## src/rtl/core/tcw_pkg.sv

```systemverilog
// Shared types and constants of the text console writer.
// Used by the controller, the datapath and the top level; depends on nothing.
package tcw_pkg;

	// Item kinds carried in the input tuser field.
	localparam logic [1:0] ACT_PUT   = 2'd0;
	localparam logic [1:0] ACT_BACK  = 2'd1;
	localparam logic [1:0] ACT_CLEAR = 2'd2;
	localparam logic [1:0] ACT_READ  = 2'd3;

	// Character and attribute constants.
	localparam logic [7:0] NULL_CHAR    = 8'h00;
	localparam logic [7:0] NEWLINE_CHAR = 8'h0a;
	localparam logic [7:0] BLANK_CHAR   = 8'h20;
	localparam logic [7:0] RESET_COLOR  = 8'h02;

	// Field widths of the stream payloads.
	localparam int ACTION_W   = 2;
	localparam int CHAR_W     = 8;
	localparam int CELL_W     = 11;
	localparam int IN_DATA_W  = 24;
	localparam int OUT_DATA_W = 32;

	// Datapath operations issued by the controller.
	localparam logic [2:0] OP_NONE    = 3'd0;
	localparam logic [2:0] OP_PUT     = 3'd1;
	localparam logic [2:0] OP_NEWLINE = 3'd2;
	localparam logic [2:0] OP_BACK    = 3'd3;
	localparam logic [2:0] OP_CLEAR   = 3'd4;
	localparam logic [2:0] OP_READ    = 3'd5;
	localparam logic [2:0] OP_COPY    = 3'd6;
	localparam logic [2:0] OP_FILL    = 3'd7;

	// Controller to datapath.
	typedef struct packed {
		logic       load_item;
		logic       load_out;
		logic       init_fill;
		logic [2:0] op;
	} tcw_cmd_t;

	// Datapath to controller.
	typedef struct packed {
		logic [1:0] action;
		logic       is_null;
		logic       is_newline;
		logic       wrap;
		logic       at_home;
		logic       in_range;
		logic       copy_last;
		logic       fill_last;
	} tcw_status_t;

endpackage

```

## src/rtl/core/tcw_ctrl.sv

```systemverilog
// Controller of the text console writer: sequences each item, the store sweeps
// and the output register. Depends on tcw_pkg.
module tcw_ctrl (
	input  logic                clk,
	input  logic                arst_n,
	input  logic                in_valid,
	output logic                in_ready,
	output logic                out_valid,
	input  logic                out_ready,
	input  tcw_pkg::tcw_status_t st,
	output tcw_pkg::tcw_cmd_t   cmd
);

	localparam logic [2:0] S_INIT = 3'd0;
	localparam logic [2:0] S_IDLE = 3'd1;
	localparam logic [2:0] S_EXEC = 3'd2;
	localparam logic [2:0] S_COPY = 3'd3;
	localparam logic [2:0] S_FILL = 3'd4;
	localparam logic [2:0] S_DONE = 3'd5;

	logic [2:0] state_q;
	logic [2:0] state_d;
	logic       out_valid_q;
	logic       out_free;

	assign out_free = !out_valid_q || out_ready;

	// Next state and command decode.
	always_comb begin
		state_d  = state_q;
		cmd      = '0;
		in_ready = 1'b0;
		case (state_q)
			S_INIT: begin
				cmd.op        = tcw_pkg::OP_FILL;
				cmd.init_fill = 1'b1;
				if (st.fill_last) begin
					state_d = S_IDLE;
				end
			end
			S_IDLE: begin
				in_ready = 1'b1;
				if (in_valid) begin
					cmd.load_item = 1'b1;
					state_d       = S_EXEC;
				end
			end
			S_EXEC: begin
				state_d = S_DONE;
				case (st.action)
					tcw_pkg::ACT_PUT: begin
						if (st.is_null) begin
							cmd.op = tcw_pkg::OP_NONE;
						end else begin
							cmd.op = st.is_newline ? tcw_pkg::OP_NEWLINE : tcw_pkg::OP_PUT;
							if (st.wrap) begin
								state_d = S_COPY;
							end
						end
					end
					tcw_pkg::ACT_BACK: begin
						cmd.op = st.at_home ? tcw_pkg::OP_NONE : tcw_pkg::OP_BACK;
					end
					tcw_pkg::ACT_CLEAR: begin
						cmd.op  = tcw_pkg::OP_CLEAR;
						state_d = S_FILL;
					end
					tcw_pkg::ACT_READ: begin
						cmd.op = st.in_range ? tcw_pkg::OP_READ : tcw_pkg::OP_NONE;
					end
					default: begin
						cmd.op = tcw_pkg::OP_NONE;
					end
				endcase
			end
			S_COPY: begin
				cmd.op = tcw_pkg::OP_COPY;
				if (st.copy_last) begin
					state_d = S_FILL;
				end
			end
			S_FILL: begin
				cmd.op = tcw_pkg::OP_FILL;
				if (st.fill_last) begin
					state_d = S_DONE;
				end
			end
			S_DONE: begin
				// Hand the result over and take the next item in the same cycle.
				if (out_free) begin
					cmd.load_out = 1'b1;
					in_ready     = 1'b1;
					if (in_valid) begin
						cmd.load_item = 1'b1;
						state_d       = S_EXEC;
					end else begin
						state_d = S_IDLE;
					end
				end
			end
			default: begin
				state_d = S_IDLE;
			end
		endcase
	end

	// State and output valid registers.
	always_ff @(posedge clk or negedge arst_n) begin
		if (!arst_n) begin
			state_q     <= S_INIT;
			out_valid_q <= 1'b0;
		end else begin
			state_q <= state_d;
			if (cmd.load_out) begin
				out_valid_q <= 1'b1;
			end else if (out_ready) begin
				out_valid_q <= 1'b0;
			end
		end
	end

	assign out_valid = out_valid_q;

endmodule

```

## config.mk

```make
export PLATFORM = sky130hd
export DESIGN_NAME = tcw_ctrl
export DESIGN_NICKNAME = d
export VERILOG_FILES = /design/src/rtl/core/tcw_pkg.sv /design/src/rtl/core/tcw_ctrl.sv
export SDC_FILE = /design/constraint.sdc
export NUM_CORES = 1
export LEC_CHECK = 0
export BUFFER_PORTS_ARGS = -buffer_cell sky130_fd_sc_hd__buf_2
export CORE_AREA = 2 2 39 41
export CTS_CLUSTER_DIAMETER = 40
export DETAILED_ROUTE_END_ITERATION = 12
export DIE_AREA = 0 0 41 43
export GPL_TIMING_DRIVEN = 0
export SLEW_MARGIN = 20
export SYNTH_ARGS = -nofsm -noshare
export SYNTH_HDL_FRONTEND = slang
export SYNTH_SLANG_ARGS = --single-unit
```

## constraint.sdc

```tcl
create_clock -name clk -period 1.2 [get_ports clk]
set_input_delay 0.18 -clock clk [delete_from_list [all_inputs] [get_ports clk]]
set_output_delay 0.18 -clock clk [all_outputs]
set_load 0.03 [all_outputs]
```

==> summary.json <==
{
  "outcome": "finished, violations left",
  "failing_checks": "negative setup slack",
  "die_h_um": 43,
  "worst_ep_arrival_time_ns": 1.36,
  "power.leakage_nw": 0.345,
  "nets": 96,
  "post_synth_instance_area_um2": 418,
  "first_pass_grt_wire_length_mm": 1.93,
  "clkSlewWorstSetupHoldPaths_ns": 0.04,
  "tritoncts_clock_tree": "done",
  "slew_headroom_pct": 77.1,
  "cap_viol_max_count": 0,
  "grt_overflow": 0,
  "antenna_found_initial": 0,
  "final_design_area_no_fill_um2": 744,
  "detail_route.first_pass.iterations": 4,
  "timing.final.max_slew_violations": 0,
  "clock_sinks": 4,
  "synth_largest_area_cell": "dfrtp_1",
  "yosysSeqAreaShare_pct": 24.0,
  "routed_wirelength_mm": 1.22,
  "grt_start_max_net_pins": 11,
  "grt_use_total_pct": 15.6,
  "pwrdens_mw_per_mm2": 2920,
  "register_area_um2": 100,
  "multi_input_area_um2": 342,
  "syn_area_cell_um2": 8.53,
  "worst_r2r_startpoint": "state_q[2]",
  "yosys_warnings": 0,
  "tritoncts.num_buffers": 3,
  "critPathMaxFanout": 4,
  "worst_hold_path_stage_count": 3,
  "placedCellCount": 85,
  "worstSkewPairLatency_ns": 0.23,
  "synth.area.top_cells": "dfrtp_1 24%, nand2b_4 9.9%, buf_6 5.4%, o21ai_0 4.8%, nor2_1 4.5%",
  "die_area_mm2": 0.00176,
  "first_global_vias": 440,
  "design_power_total_mw": 2.17,
  "synth-edff-count": 0,
  "design.portCount": 21,
  "final-instance-count-excl-fill": 97,
  "required_ns": 1.02,
  "async_flop_share_pct": 100,
  "final.fill_count": 129,
  "diodes": 0,
  "setup.worst_path.class": "reg2out",
  "placement.cell_area_um2": 572,
  "area.growth.synth_to_final_pct": 78.1,
  "initial_core_util_pct": 30.2,
  "via_count": 463,
  "synthFlopType": "dfrtp_1",
  "buffer_ports.inserted": 20,
  "hp-start": "out_ready",
  "min-delay-path-class": "in2reg",
  "layout_common_cells": "13 x buf_2, 10 x buf_6, 8 x buf_4",
  "setup.worst_path.start_class": "flop",
  "vias_per_cell": 4.77,
  "hold_slack_final_ns": 0.270,
  "floorplan.rows": 14,
  "drc_errors": 0,
  "final_period_minus_worst_setup_slack_ns": 1.54,
  "post-dp-hpwl_um": 836,
  "report.final.setup_viol": 8,
  "synthesis.nets": 62,
  "slowest_cell_delay_on_critical_path_ns": 0.39,
  "netlist.area_leader.share_pct": 24.0,
  "final_worst_path_cycle_share_pct": 128,
  "route.antenna.remaining_nets": 0,
  "rsz0062_at_grt": "yes",
  "critical_path.most_common_cell": "buf_6",
  "ys_ff_latch": 4,
  "r2r.worst_path.cells": 6,
  "worstSetupStartpoint": "state_q[1]",
  "cts_root_buf": "clkbuf_4",
  "worst_slew_pin_slew_ns": 0.341,
  "die_w_um": 41,
  "finalWeightedCongestion": 0.803,
  "drt_iter0_drc": 7,
  "synth_cell_types": 30,
  "slowest_stage": "dfrtp_1",
  "layout-drive-gt1-share_pct": 70.4,
  "worst_ir_drop_vdd_v": 0.00152,
  "htreeDepth": 1,
  "layout_commonest_cell": "buf_2",
  "timing.clock.skew_ns": 0.00327,
  "path_cells": "buf_6 > nand2b_4 > or2_4 > nor2b_4 > buf_6",
  "final_hold_viol_count": 0,
  "wire_per_inst_um": 12.6,
  "fmaxAchievable_mhz": 650,
  "worstSetupEndpointType": "primary output",
  "max-clock-path-buffers": 2,
  "syn-instance-count": 49,
  "post-route-worst-setup-slack_ns": -0.339,
  "core-area_mm2": 0.00138
}
-- layer usage --
| metal | GRT usage [%] | up-vias | part of all wire [%] |
|---|---|---|---|
| li1 | - | 237 | - |
| met1 | 19.2 | 209 | 42 |
| met3 | 3.14 | 0 | 5.2 |
| met4 | 4.00 | 0 | 0 |
| met5 | 0 | - | 0 |
| met2 | 26.3 | 17 | 52 |
-- cells in the mapped netlist, types with 2 or more instances --
cell	number
nor2_1	5
o21ai_0	4
a21oi_1	2
dfrtp_1	4
nand2b_4	3
nand2b_1	2
buf_6	2
nor3_1	2
o22ai_1	2
nand2_1	3
-- per-stage QoR --
step | utilization, % | TNS (ns) | setup WS (ns)
4_1_cts | 50.9 | -1.73 | -0.344
3_5_place_dp | 41.3 | -0.387 | -0.201
2_1_floorplan | - | -0.184 | -0.104
6_report | 53.8 | -1.73 | -0.339
5_1_grt | 53.8 | -2.20 | -0.380
3_3_place_gp | 41.3 | -0.375 | -0.208
-- area by class of cell --
cell class	instances	share of cell area, %
multi-input cells	40	45.9
repair buffers	29	28.7
flip-flops and latches	4	13.4
plain buffers	3	4.54
clock buffers	3	3.03
well taps	16	2.69
inverters	2	1.68
-- logic make-up after synthesis --
kind of cell / count (synthesis) / share of synthesized area, %
DFF: 4 / 24.0
and+or+nand+nor: 25 / 41.9
buffers and inverters: 5 / 9.58
AOI/OAI and AO/OA: 15 / 24.6
-- critical path: cells and delay by family (launching register included) --
kind / cells / cell delay [ns]
simple gates: 3 / 0.49
flops: 1 / 0.39
buf+inv: 2 / 0.26
-- flip-flops by register name, summed over array words and instances, names as in the netlist --
name / count
out_valid: 1
state_q: 3
-- repair_timing --
item / CTS / global route
buffers inserted: 5 / 3
hold buffers: 1 / 0
setup endpoints to repair: 8 / 8
resized for setup: 19 / 7
pin swaps: 7 / 4
endpoints found under the hold margin: 4 / 0
-- report_power, final --
group / leakage (nW) / switching (mW) / total (mW) / internal, mW
Sequential: 0.0505 / 0.0393 / 0.239 / 0.199
Clock: 0.0138 / 0.0569 / 0.169 / 0.112
Combinational: 0.281 / 0.925 / 1.77 / 0.840
-- final timing paths --
| path | slack [ns] | end |
|---|---|---|
| worst max-delay path | -0.34 | cmd[4] |
| worst min-delay path | 0.27 | out_valid |
| worst max register to register | -0.07 | state_q[0] |
| worst min register to register | 0.56 | out_valid |
| max in group asynchronous | 0.80 | out_valid |
| min in group asynchronous | 0.28 | state_q[0] |
No activity file was read; power rests on OpenSTA's default activity.
